## src/rtl/uptok_pkg.sv

```systemverilog
`default_nettype none

package uptok_pkg;

	// lead byte boundaries and payload masks
	localparam logic [7:0] CONT_BASE = 8'h80;
	localparam logic [7:0] LEAD2_BASE = 8'hC0;
	localparam logic [7:0] LEAD3_BASE = 8'hE0;
	localparam logic [7:0] LEAD4_BASE = 8'hF0;
	localparam logic [7:0] LEAD2_MASK = 8'h1F;
	localparam logic [7:0] LEAD3_MASK = 8'h0F;
	localparam logic [7:0] LEAD4_MASK = 8'h07;
	localparam logic [7:0] CONT_MASK = 8'h3F;

	localparam int CP_W = 21;
	localparam int TBL_CP_W = 16;

	typedef logic [CP_W-1:0] code_point_t;
	typedef logic [7:0] token_id_t;

	typedef struct packed {
		logic      found;
		token_id_t id;
	} vocab_hit_t;

	// fixed symbol vocabulary: code point to token id
	function automatic vocab_hit_t vocab_lookup(input code_point_t cp);
		vocab_hit_t r;
		logic [TBL_CP_W-1:0] lo;
		r.found = 1'b1;
		r.id = '0;
		lo = cp[TBL_CP_W-1:0];
		case (lo)
			16'h005F: r.id = 8'd0;   16'h003B: r.id = 8'd1;   16'h003A: r.id = 8'd2;
			16'h002C: r.id = 8'd3;   16'h002E: r.id = 8'd4;   16'h0021: r.id = 8'd5;
			16'h003F: r.id = 8'd6;   16'h00A1: r.id = 8'd7;   16'h00BF: r.id = 8'd8;
			16'h2014: r.id = 8'd9;   16'h2026: r.id = 8'd10;  16'h0022: r.id = 8'd11;
			16'h00AB: r.id = 8'd12;  16'h00BB: r.id = 8'd13;  16'h201C: r.id = 8'd14;
			16'h201D: r.id = 8'd15;  16'h0020: r.id = 8'd16;
			16'h0041: r.id = 8'd17;  16'h0042: r.id = 8'd18;  16'h0043: r.id = 8'd19;
			16'h0044: r.id = 8'd20;  16'h0045: r.id = 8'd21;  16'h0046: r.id = 8'd22;
			16'h0047: r.id = 8'd23;  16'h0048: r.id = 8'd24;  16'h0049: r.id = 8'd25;
			16'h004A: r.id = 8'd26;  16'h004B: r.id = 8'd27;  16'h004C: r.id = 8'd28;
			16'h004D: r.id = 8'd29;  16'h004E: r.id = 8'd30;  16'h004F: r.id = 8'd31;
			16'h0050: r.id = 8'd32;  16'h0051: r.id = 8'd33;  16'h0052: r.id = 8'd34;
			16'h0053: r.id = 8'd35;  16'h0054: r.id = 8'd36;  16'h0055: r.id = 8'd37;
			16'h0056: r.id = 8'd38;  16'h0057: r.id = 8'd39;  16'h0058: r.id = 8'd40;
			16'h0059: r.id = 8'd41;  16'h005A: r.id = 8'd42;
			16'h0061: r.id = 8'd43;  16'h0062: r.id = 8'd44;  16'h0063: r.id = 8'd45;
			16'h0064: r.id = 8'd46;  16'h0065: r.id = 8'd47;  16'h0066: r.id = 8'd48;
			16'h0067: r.id = 8'd49;  16'h0068: r.id = 8'd50;  16'h0069: r.id = 8'd51;
			16'h006A: r.id = 8'd52;  16'h006B: r.id = 8'd53;  16'h006C: r.id = 8'd54;
			16'h006D: r.id = 8'd55;  16'h006E: r.id = 8'd56;  16'h006F: r.id = 8'd57;
			16'h0070: r.id = 8'd58;  16'h0071: r.id = 8'd59;  16'h0072: r.id = 8'd60;
			16'h0073: r.id = 8'd61;  16'h0074: r.id = 8'd62;  16'h0075: r.id = 8'd63;
			16'h0076: r.id = 8'd64;  16'h0077: r.id = 8'd65;  16'h0078: r.id = 8'd66;
			16'h0079: r.id = 8'd67;  16'h007A: r.id = 8'd68;
			16'h0251: r.id = 8'd69;  16'h0250: r.id = 8'd70;  16'h0252: r.id = 8'd71;
			16'h00E6: r.id = 8'd72;  16'h0253: r.id = 8'd73;  16'h0299: r.id = 8'd74;
			16'h03B2: r.id = 8'd75;  16'h0254: r.id = 8'd76;  16'h0255: r.id = 8'd77;
			16'h00E7: r.id = 8'd78;  16'h0257: r.id = 8'd79;  16'h0256: r.id = 8'd80;
			16'h00F0: r.id = 8'd81;  16'h02A4: r.id = 8'd82;  16'h0259: r.id = 8'd83;
			16'h0258: r.id = 8'd84;  16'h025A: r.id = 8'd85;  16'h025B: r.id = 8'd86;
			16'h025C: r.id = 8'd87;  16'h025D: r.id = 8'd88;  16'h025E: r.id = 8'd89;
			16'h025F: r.id = 8'd90;  16'h0284: r.id = 8'd91;  16'h0261: r.id = 8'd92;
			16'h0260: r.id = 8'd93;  16'h0262: r.id = 8'd94;  16'h029B: r.id = 8'd95;
			16'h0266: r.id = 8'd96;  16'h0267: r.id = 8'd97;  16'h0127: r.id = 8'd98;
			16'h0265: r.id = 8'd99;  16'h029C: r.id = 8'd100; 16'h0268: r.id = 8'd101;
			16'h026A: r.id = 8'd102; 16'h029D: r.id = 8'd103; 16'h026D: r.id = 8'd104;
			16'h026C: r.id = 8'd105; 16'h026B: r.id = 8'd106; 16'h026E: r.id = 8'd107;
			16'h029F: r.id = 8'd108; 16'h0271: r.id = 8'd109; 16'h026F: r.id = 8'd110;
			16'h0270: r.id = 8'd111; 16'h014B: r.id = 8'd112; 16'h0273: r.id = 8'd113;
			16'h0272: r.id = 8'd114; 16'h0274: r.id = 8'd115; 16'h00F8: r.id = 8'd116;
			16'h0275: r.id = 8'd117; 16'h0278: r.id = 8'd118; 16'h03B8: r.id = 8'd119;
			16'h0153: r.id = 8'd120; 16'h0276: r.id = 8'd121; 16'h0298: r.id = 8'd122;
			16'h0279: r.id = 8'd123; 16'h027A: r.id = 8'd124; 16'h027E: r.id = 8'd125;
			16'h027B: r.id = 8'd126; 16'h0280: r.id = 8'd127; 16'h0281: r.id = 8'd128;
			16'h027D: r.id = 8'd129; 16'h0282: r.id = 8'd130; 16'h0283: r.id = 8'd131;
			16'h0288: r.id = 8'd132; 16'h02A7: r.id = 8'd133; 16'h0289: r.id = 8'd134;
			16'h028A: r.id = 8'd135; 16'h028B: r.id = 8'd136; 16'h2C71: r.id = 8'd137;
			16'h028C: r.id = 8'd138; 16'h0263: r.id = 8'd139; 16'h0264: r.id = 8'd140;
			16'h028D: r.id = 8'd141; 16'h03C7: r.id = 8'd142; 16'h028E: r.id = 8'd143;
			16'h028F: r.id = 8'd144; 16'h0291: r.id = 8'd145; 16'h0290: r.id = 8'd146;
			16'h0292: r.id = 8'd147; 16'h0294: r.id = 8'd148; 16'h02A1: r.id = 8'd149;
			16'h0295: r.id = 8'd150; 16'h02A2: r.id = 8'd151; 16'h01C0: r.id = 8'd152;
			16'h01C1: r.id = 8'd153; 16'h01C2: r.id = 8'd154; 16'h01C3: r.id = 8'd155;
			16'h02C8: r.id = 8'd156; 16'h02CC: r.id = 8'd157; 16'h02D0: r.id = 8'd158;
			16'h02D1: r.id = 8'd159; 16'h02BC: r.id = 8'd160; 16'h02B4: r.id = 8'd161;
			16'h02B0: r.id = 8'd162; 16'h02B1: r.id = 8'd163; 16'h02B2: r.id = 8'd164;
			16'h02B7: r.id = 8'd165; 16'h02E0: r.id = 8'd166; 16'h02E4: r.id = 8'd167;
			16'h02DE: r.id = 8'd168; 16'h2193: r.id = 8'd169; 16'h2191: r.id = 8'd170;
			16'h2192: r.id = 8'd171; 16'h2197: r.id = 8'd172; 16'h2198: r.id = 8'd173;
			16'h0329: r.id = 8'd175; 16'h1D7B: r.id = 8'd177;
			default: r.found = 1'b0;
		endcase
		// table holds only code points below 0x10000
		if (cp[CP_W-1:TBL_CP_W] != '0) begin
			r.found = 1'b0;
			r.id = '0;
		end
		return r;
	endfunction

endpackage

`default_nettype wire

```

## src/rtl/utf8_phoneme_tokenizer_core.sv

```systemverilog
// UTF-8 phoneme tokenizer: takes one text byte per beat (end_of_text on the
// last byte of a string), rebuilds code points with a lenient decoder and
// maps each one found in the built-in 176-symbol vocabulary to its token id.
// Unknown code points are dropped; the final byte always yields one beat with
// text_done set (token_valid low if nothing was recognized). A new byte can
// be accepted every cycle while the result side keeps up; a result is
// built by the input register followed by one decode-and-match stage into
// the result register. Decoder state resets after each final byte.
`default_nettype none

module utf8_phoneme_tokenizer_core (
	input  wire logic       clk,
	input  wire logic       arst_n,
	// byte channel
	input  wire logic       byte_valid,
	output logic            byte_stall,
	input  wire logic [7:0] text_byte,
	input  wire logic       end_of_text,
	// result channel
	output logic            result_valid,
	input  wire logic       result_stall,
	output logic [7:0]      token_id,
	output logic            token_valid,
	output logic            text_done
);

	logic                     valid_s1;
	logic [7:0]               byte_s1;
	logic                     eot_s1;
	uptok_pkg::code_point_t   cp_q;
	logic [1:0]               rem_q;

	logic                     out_free;
	logic                     adv_s1;
	uptok_pkg::code_point_t   cp_shift;
	uptok_pkg::code_point_t   cp_next;
	logic [1:0]               rem_next;
	logic                     have;
	uptok_pkg::code_point_t   cp_done;
	uptok_pkg::vocab_hit_t    hit;
	logic                     emit;

	// handshake: stage 1 moves on when the result register can take it
	assign out_free   = !result_valid || !result_stall;
	assign adv_s1     = valid_s1 && out_free;
	assign byte_stall = valid_s1 && !out_free;

	// input register
	always_ff @(posedge clk or negedge arst_n) begin
		if (!arst_n) begin
			valid_s1 <= 1'b0;
		end else if (!byte_stall) begin
			valid_s1 <= byte_valid;
		end
	end

	always_ff @(posedge clk) begin
		if (!byte_stall && byte_valid) begin
			byte_s1 <= text_byte;
			eot_s1  <= end_of_text;
		end
	end

	// lenient decode step
	assign cp_shift = {cp_q[uptok_pkg::CP_W-7:0], byte_s1[5:0]};

	always_comb begin
		cp_next  = cp_q;
		rem_next = rem_q;
		have     = 1'b0;
		cp_done  = '0;
		if (rem_q != 2'd0) begin
			rem_next = rem_q - 2'd1;
			cp_next  = cp_shift;
			if (rem_q == 2'd1) begin
				have    = 1'b1;
				cp_done = cp_shift;
				cp_next = '0;
			end
		end else if (byte_s1 < uptok_pkg::CONT_BASE) begin
			have    = 1'b1;
			cp_done = {{(uptok_pkg::CP_W-8){1'b0}}, byte_s1};
		end else if (byte_s1 < uptok_pkg::LEAD2_BASE) begin
			// stray continuation byte: nothing changes
		end else if (byte_s1 < uptok_pkg::LEAD3_BASE) begin
			cp_next  = {{(uptok_pkg::CP_W-8){1'b0}}, byte_s1 & uptok_pkg::LEAD2_MASK};
			rem_next = 2'd1;
		end else if (byte_s1 < uptok_pkg::LEAD4_BASE) begin
			cp_next  = {{(uptok_pkg::CP_W-8){1'b0}}, byte_s1 & uptok_pkg::LEAD3_MASK};
			rem_next = 2'd2;
		end else begin
			cp_next  = {{(uptok_pkg::CP_W-8){1'b0}}, byte_s1 & uptok_pkg::LEAD4_MASK};
			rem_next = 2'd3;
		end
		// sequence cut short by the end of the text
		if (eot_s1 && !have && rem_next != 2'd0) begin
			have    = 1'b1;
			cp_done = cp_next;
		end
	end

	// vocabulary match
	always_comb begin
		hit = uptok_pkg::vocab_lookup(cp_done);
		if (!have) begin
			hit.found = 1'b0;
			hit.id    = '0;
		end
	end

	assign emit = eot_s1 || hit.found;

	// decoder state, cleared after the final byte
	always_ff @(posedge clk or negedge arst_n) begin
		if (!arst_n) begin
			cp_q  <= '0;
			rem_q <= 2'd0;
		end else if (adv_s1) begin
			if (eot_s1) begin
				cp_q  <= '0;
				rem_q <= 2'd0;
			end else begin
				cp_q  <= cp_next;
				rem_q <= rem_next;
			end
		end
	end

	// result register
	always_ff @(posedge clk or negedge arst_n) begin
		if (!arst_n) begin
			result_valid <= 1'b0;
		end else if (out_free) begin
			result_valid <= adv_s1 && emit;
		end
	end

	always_ff @(posedge clk) begin
		if (adv_s1 && emit) begin
			token_id    <= hit.id;
			token_valid <= hit.found;
			text_done   <= eot_s1;
		end
	end

endmodule

`default_nettype wire

```

## config.mk

```make
export PLATFORM = sky130hd
export DESIGN_NAME = utf8_phoneme_tokenizer_core
export DESIGN_NICKNAME = d
export VERILOG_FILES = /design/src/rtl/uptok_pkg.sv /design/src/rtl/utf8_phoneme_tokenizer_core.sv
export SDC_FILE = /design/constraint.sdc
export NUM_CORES = 1
export LEC_CHECK = 0
export BUFFER_PORTS_ARGS = -buffer_cell sky130_fd_sc_hd__buf_2
export CAP_MARGIN = 30
export CELL_PAD_IN_SITES_DETAIL_PLACEMENT = 2
export CELL_PAD_IN_SITES_GLOBAL_PLACEMENT = 2
export CORE_ASPECT_RATIO = 1.4
export CORE_MARGIN = 1.5
export CORE_UTILIZATION = 30
export DETAILED_ROUTE_END_ITERATION = 8
export PLACE_DENSITY_LB_ADDON = 0.1
export SETUP_SLACK_MARGIN = 0.05
export SLEW_MARGIN = 20
export SYNTH_ARGS = -nofsm -noshare
export SYNTH_HDL_FRONTEND = slang
export SYNTH_SLANG_ARGS = --single-unit
export TNS_END_PERCENT = 50
```

## constraint.sdc

```tcl
create_clock -name clk -period 3.65 [get_ports clk]
set_clock_uncertainty 0.05 [all_clocks]
set_input_delay 0.1825 -clock clk [delete_from_list [all_inputs] [get_ports clk]]
set_output_delay 0.1825 -clock clk [all_outputs]
set_load 0.1 [all_outputs]
```

==> out/metrics.cfg, run 1 <==
[run]
maxCapViolations = 0

[logic_synthesis]
yosys_most_used_dff = edfxtp_1
ys_warn_count = 0
netlist_area_um2 = 5010
synth_top_cell_by_area = edfxtp_1
ys_types = 89
async_flop_share_pct = 50.0
yosysSeqAreaShare_pct = 20.9
syn_nets = 709
synth_edf_count = 19
synth_top_area_share_pct = 11.4
ys_seq_elements = 38
syn_area_per_cell_um2 = 7.20
synthTopCellsByArea = edfxtp_1 11%, dfrtp_1 9.5%, nand2_1 5.8%
synthCells = 696

[placement]
hpwl_um = 33000
place_congestion = 1.20
place_ws_ps = -837
portBuffers = 24

[sta]
rsz0062_at_grt = true
period_share_pct = 111
fin_ws_ps = -396
worst_pin_slew_ps = 1110
max_slew_margin_pct = 25.7
hold_violations = 0
slew_viol_final = 0
setup_violations = 19
hold_slack_ps = 4.19
fin_crit_ps = 4050
fmax_mhz = 247

[die]
die-width_um = 112
initial_core_util_pct = 30.8
io_pins = 25
rows = 55
die-height_um = 156
core_area_um2 = 16200
die_area_um2 = 17500

[layout]
layout-drive-gt1-share_pct = 38.2
final_common_cell = buf_4
layout_common_cells = 222 x buf_4, 75 x nand2_1, 62 x nor2_1
syn_to_final_growth_pct = 48.7
final_nets = 928
post-route-util_pct = 45.9
antenna_cells = 0

[setup_path]
cp-start-kind = flip-flop
critPathKind = reg -> reg
crit_arrival_ps = 4070
required_ps = 3680
cp_max_fo = 10
endpoint_kind = flip-flop

[detailed_routing]
wl_met1_um = 14900
met3_length_um = 4870
met2_length_um = 20900
first_iter_violations = 1128
top_layer = met5
wl_per_cell_um = 42.0
avgViaCountPerCell = 7.60
vias = 8478
drc = 0
drtPass1Iterations = 8
ant_nets = 0
routed_wl_um = 46900

[clock_tree]
cts_buffers = 5
cts_tree = yes
cts.sink_count = 38
clock_path_buffers = 2
path_clk_slew_ps = 70
cts_max_level = 2
clock_latency_ps = 310
root_buffer = clkbuf_16

[global_route]
grt_overflow_total = 0
antenna_found_initial = 2
grt_pass1_wl_um = 69400
grt_start_max_net_pins = 21
grt_usage_pct = 55.4
grt_pass1_vias = 9370

[hold_path]
min_path_type = in -> reg

[power_and_ir_drop]
power_leakage_uw = 0.00291
total_power_uw = 2900
powerDensity_nw_per_um2 = 389
max-vdd-ir-drop_uv = 429

[run_status]
status = finished, violations left
violations = setup timing

==> layer usage <==
metal  track usage, %  up-vias
met5             4.06        -
met4             55.6        6
met3             23.7      426
met2             86.2      803
met1             53.9     4071
li1                 -     3172
==> synth_stat cells, drive strengths merged (4+ instances only) <==
| cell type | number |
|---|---|
| a211oi | 13 |
| and3 | 6 |
| buf | 34 |
| a21oi | 48 |
| mux2i | 5 |
| nand2b | 8 |
| nor4 | 21 |
| o31ai | 6 |
| a2111oi | 5 |
| nor3 | 44 |
| nand4 | 17 |
| or3 | 7 |
| nor2b | 6 |
| or2 | 4 |
| inv | 8 |
| o22ai | 14 |
| a32oi | 6 |
| and2 | 8 |
| a21o | 5 |
| nand3 | 42 |
| nand2 | 77 |
| nand4b | 4 |
| a31oi | 16 |
| o21a | 5 |
| edfxtp | 19 |
| o211ai | 9 |
| clkbuf | 20 |
| dfrtp | 19 |
| o2111ai | 7 |
| a22o | 5 |
| o32a | 4 |
| o32ai | 6 |
| a31o | 4 |
| nor2 | 64 |
| o21ai | 61 |
| a22oi | 15 |
==> kinds of logic after synthesis <==
group,synth area share [%]
flops,20.9
xor+xnor,0.525
buf+inv,6.17
compound gates,36.5
simple gates,34.4
mux,1.45
==> report_power, final <==
part | internal [uW] | switching, uW
Sequential | 508 | 68.9
Clock | 273 | 223
Combinational | 560 | 1270
Total | 1340 | 1560
==> repair_timing <==
item,4_1_cts,5_1_grt
buffers inserted,20,1
hold buffers,6,0
setup endpoints to repair,20,20
resized for setup,64,7
pin swaps,17,3
hold endpoints to repair,24,0
gates cloned,1,0
==> state kept, by name, summed over array words and instances (netlist names), 2 cells and up <==
register / count
rem_q: 2
byte_s1: 8
token_id: 8
cp_q: 15
==> final cells by class <==
cell class,count,area (um^2)
Clock buffer,6,139
Clock inverter,2,11.3
Fill cell,1815,8790
Inverter,8,30.0
Multi-Input combinational cell,596,3960
Sequential cell,38,1050
Tap cell,199,249
Timing Repair Buffer,266,2020
==> stage by stage <==
| step | cell area, um^2 | std cells | TNS (ps) |
|---|---|---|---|
| after floorplan | 5010 | 696 | 0 |
| after global placement | 6710 | 1075 | -6100 |
| after detailed placement | 6740 | 1079 | -11320 |
| after CTS | 7410 | 1114 | 0 |
| after global routing | 7450 | 1115 | -6160 |
| final | 7450 | 1115 | -5500 |
==> worst paths after layout <==
| check | from | endpoint | slack (ps) | cells past startpoint |
|---|---|---|---|---|
| setup / recovery | rem_q[1] | token_valid | -400 | 14 |
| hold / removal | text_byte[0] | byte_s1[0] | 4 | 1 |
| setup reg to reg | rem_q[1] | token_valid | -400 | 14 |
| hold reg to reg | cp_q[10] | cp_q[10] | 500 | 2 |
| max in group asynchronous | arst_n | cp_q[0] | 2840 | 2 |
| min in group asynchronous | arst_n | cp_q[10] | 340 | 2 |
==> critical path: stages, from the launching register on <==
cell	delay [ps]
dfrtp_1	420
buf_4	210
and4bb_2	370
a32oi_2	180
o21ai_2	250
buf_4	180
nor3_4	80
buf_4	200
a32oi_1	200
nand4_1	230
nor4_4	540
nand4_1	250
nor3_2	290
a31oi_2	150
buf_4	190
Power figures use the tool's default switching activity.
==> inputs of run 2 (changes only) <==
- CORE_UTILIZATION: 30 -> 33
- CTS_CLUSTER_DIAMETER: unset -> 30
==> run 2 against run 1 <==
The flow now stops in 5_1_grt; synthesized cell count is the same; area after synthesis is the same.
==> out/metrics.cfg, run 2 <==
[logic_synthesis]
syn_nets = 709
synth_top_area_share_pct = 11.4
synthCells = 696
synthTopCellsByArea = edfxtp_1 11%, dfrtp_1 9.5%, nand2_1 5.8%
synthSimpleGateAreaFrac_pct = 34.4
synth_most_common_cell = nand2_1
synth_edf_count = 19
yosys-top-cells-count = 77 x nand2_1, 63 x nor2_1, 47 x o21ai_0, 44 x a21oi_1, 41 x nand3_1
ys_warn_count = 0
synth_compound_area_share_pct = 36.5
synthAdderAreaFrac_pct = 0
yosysSeqAreaShare_pct = 20.9
yosys_most_used_dff = edfxtp_1
async_flop_share_pct = 50.0
ys_types = 89
synth_xor_area_share_pct = 0.524
netlist_area_um2 = 5010
synth_top_cell_by_area = edfxtp_1
synth.area.mux_share_pct = 1.45
synth_top_family_by_area = compound AO/OA/AOI/OAI gates
ys_seq_elements = 38
syn_area_per_cell_um2 = 7.20

[global_route]
grt_pass1_vias = 10076
grt_start_max_net_pins = 22
grt_pass1_wl_um = 75400
grt_overflow_total = 15
grt_usage_pct = 66.1

[placement]
place_ws_ps = -462
hpwl_um = 31900
place_congestion = 1.20
portBuffers = 24

[die]
initial_core_util_pct = 33.6
rows = 53
die-width_um = 107
io_pins = 25
die-height_um = 149

[clock_tree]
cts.sink_count = 38
cts_max_level = 2
root_buffer = clkbuf_16
cts_buffers = 5
clock_path_buffers = 2

[run_status]
stop_stage = 5_1_grt
stop_error = [ERROR GRT-0116] Global routing finished with congestion. Check the congestion regions in the DRC Viewer.
status = stopped before the end

==> run 2: per-stage QoR <==
stage               cells  area (um^2)
CTS                  1096         7380
detailed placement   1067         6700
global placement     1067         6700
floorplan             696         5010
==> run 2: cells by family after synthesis <==
kind of cell	after synthesis
AOI/OAI and AO/OA	259
xor gates and xnor gates	3
buffers and inverters	62
DFF	38
muxes	7
and+or+nand+nor	327
==> run 2: what timing repair did <==
| action | CTS |
|---|---|
| hold endpoints to repair | 20 |
| endpoints found under the setup margin | 20 |
| buffers inserted | 18 |
| gates resized for setup | 77 |
| gates cloned | 1 |
| pin swaps | 19 |
| hold buffers | 2 |
==> run 2: routing by layer <==
layer  GRT overflow  track usage (%)
met4              8             71.2
met2              7             87.8
met1              0             65.9
met3              0             41.5
met5              0             5.19
==> inputs of run 3 (changes only) <==
- CELL_PAD_IN_SITES_DETAIL_PLACEMENT: 2 -> unset
- CELL_PAD_IN_SITES_GLOBAL_PLACEMENT: 2 -> unset
- CORE_ASPECT_RATIO: 1.4 -> unset
- CORE_UTILIZATION: 33 -> 23
- CTS_CLUSTER_DIAMETER: 30 -> unset
- PLACE_DENSITY_LB_ADDON: 0.1 -> 0.15
- SETUP_SLACK_MARGIN: 0.05 -> unset
- clock period: 3.65 -> 4.7 ns (I/O delays scaled with it)
==> run 3 against run 2 <==
The run now ends clean.
==> out/metrics.cfg, run 3 (synthesized netlist as in run 1, its figures left out) <==
[detailed_routing]
drc = 0
drtPass1Iterations = 7
vias = 6951
ant_nets = 0
wl_per_cell_um = 33.3
routed_wl_um = 34800
first_iter_violations = 985
avgViaCountPerCell = 6.65

[setup_path]
cp_max_fo = 26
reg2reg_slack_ps = 310
crit_cells = 12
crit_path_top_delay_cell = nor3_1
cp_slowest_stage_delay_ps = 820
crit_arrival_ps = 4350
setup.worst_path.end = token_id[7]
startpoint = rem_q[1]
required_ps = 4650
cp_num_buf_inv = 3
cp-start-kind = flip-flop
critPathMostFrequentCell = buf_4
cp_top_family = simple AND/OR/NAND/NOR gates
worstReg2RegEnd = token_id[7]
ff2ff_path_depth = 12
critPathKind = reg -> reg
endpoint_kind = flip-flop
r2r-start = rem_q[1]
crit_path_cell_trace = buf_4 -> and2_1 -> nor2_2 -> o21a_1 -> buf_12 -> nor3_1 -> nand4_1 -> o22ai_1 -> nor4_2 -> o2111a_1 -> a31oi_1 -> buf_4

[clock_tree]
cts.sink_count = 38
post_cts_resized = 0
cts_tree = yes
clock_latency_ps = 300
clock_path_buffers = 2
post_cts_buffers = 0
path_clk_slew_ps = 70
ctsHoldBuffers = 1
cts_max_level = 2
root_buffer = clkbuf_16
cts_buffers = 5

[sta]
slew_viol_final = 0
rsz0062_at_grt = false
worst_pin_slew_ps = 1110
setup_violations = 0
hold_violations = 0
fin_crit_ps = 4390
hold_slack_ps = 53.0
fmax_mhz = 228
period_share_pct = 93.5
max_slew_margin_pct = 25.7
finalSetupTns_ps = 0

[layout]
layout_common_cells = 94 x buf_4, 77 x nand2_1, 63 x nor2_1
design_area_um2 = 6130
nFillCells = 2378
antenna_cells = 0
biggestRegsByFlops = cp_q (15), byte_s1 (8), token_id (8)
largest_register_ffs = 15
final_common_cell = buf_4
layout-drive-gt1-share_pct = 22.3
syn_to_final_growth_pct = 22.5
top_register = cp_q
final_nets = 782
final_cells = 1045

[die]
die_area_um2 = 22700
rows = 53
die-width_um = 151
die-height_um = 151
io_pins = 25
initial_core_util_pct = 23.6
core_area_um2 = 21200

[hold_path]
worstHoldStart = text_byte[4]
holdPathStages = 1
min_path_type = in -> reg

[power_and_ir_drop]
powerDensity_nw_per_um2 = 320
max-vdd-ir-drop_uv = 121
power_leakage_uw = 0.00216

[placement]
place_congestion = 1.03
hpwl_um = 27500
placedCellCount = 1036
dpl_cell_area_um2 = 5930
portBuffers = 24

[global_route]
grt_pass1_vias = 6381
grt_usage_pct = 30.9
grt_pass1_wl_um = 48900
grt_start_max_net_pins = 27
grt_overflow_total = 0
antenna_found_initial = 0

[run]
maxCapViolations = 0

[run_status]
status = completed

-- run 3: worst min-delay path by stage --
stage / to / slack (ps)
finish: byte_s1[4] / 50
global route: byte_s1[0] / 50
CTS: byte_s1[4] / 50
detailed placement: rem_q[0] / 170
global placement: rem_q[0] / 160
floorplan: cp_q[0] / -110
-- run 3: power breakdown --
group | switching [uW] | total [uW] | internal (uW)
sequential | 63.4 | 458 | 394
clock | 165 | 471 | 306
combinational | 768 | 1030 | 264
-- run 3: final cells by class --
type | count | area [um^2] | share of cell area, %
multi-input combinational | 596 | 3660 | 59.7
clock buffer | 5 | 125 | 2.04
inverter | 8 | 30.0 | 0.489
tap | 275 | 344 | 5.61
sequential | 38 | 1050 | 17.1
clock inverter | 3 | 68.8 | 1.12
timing repair buffer | 120 | 856 | 14.0
-- run 3: worst reg2reg max path, delay by kind of cell (launching register included) --
kind,cells,cell delay [ps]
AOI/OAI and AO/OA,4,1040
and+or+nand+nor,5,1710
buffers and inverters,3,710
DFF,1,590
-- run 3: metal layers --
layer  routed length, um  part of all wire, %  GRT usage [%]
met1               14600                   42           41.9
met2               14600                   42           45.7
met3                3670                   11           7.67
met4                1890                  5.4           14.6
met5                   0                    0              0
-- run 3: per-stage QoR --
| step | total power [uW] | worst slack, ps | utilization (%) |
|---|---|---|---|
| after floorplan | 1030 | 1280 | - |
| after global placement | 1480 | 367 | 27.9 |
| after detailed placement | 1450 | 436 | 27.9 |
| after CTS | 1930 | 405 | 28.9 |
| after global routing | 2000 | 134 | 28.9 |
| final | 1960 | 306 | 28.9 |
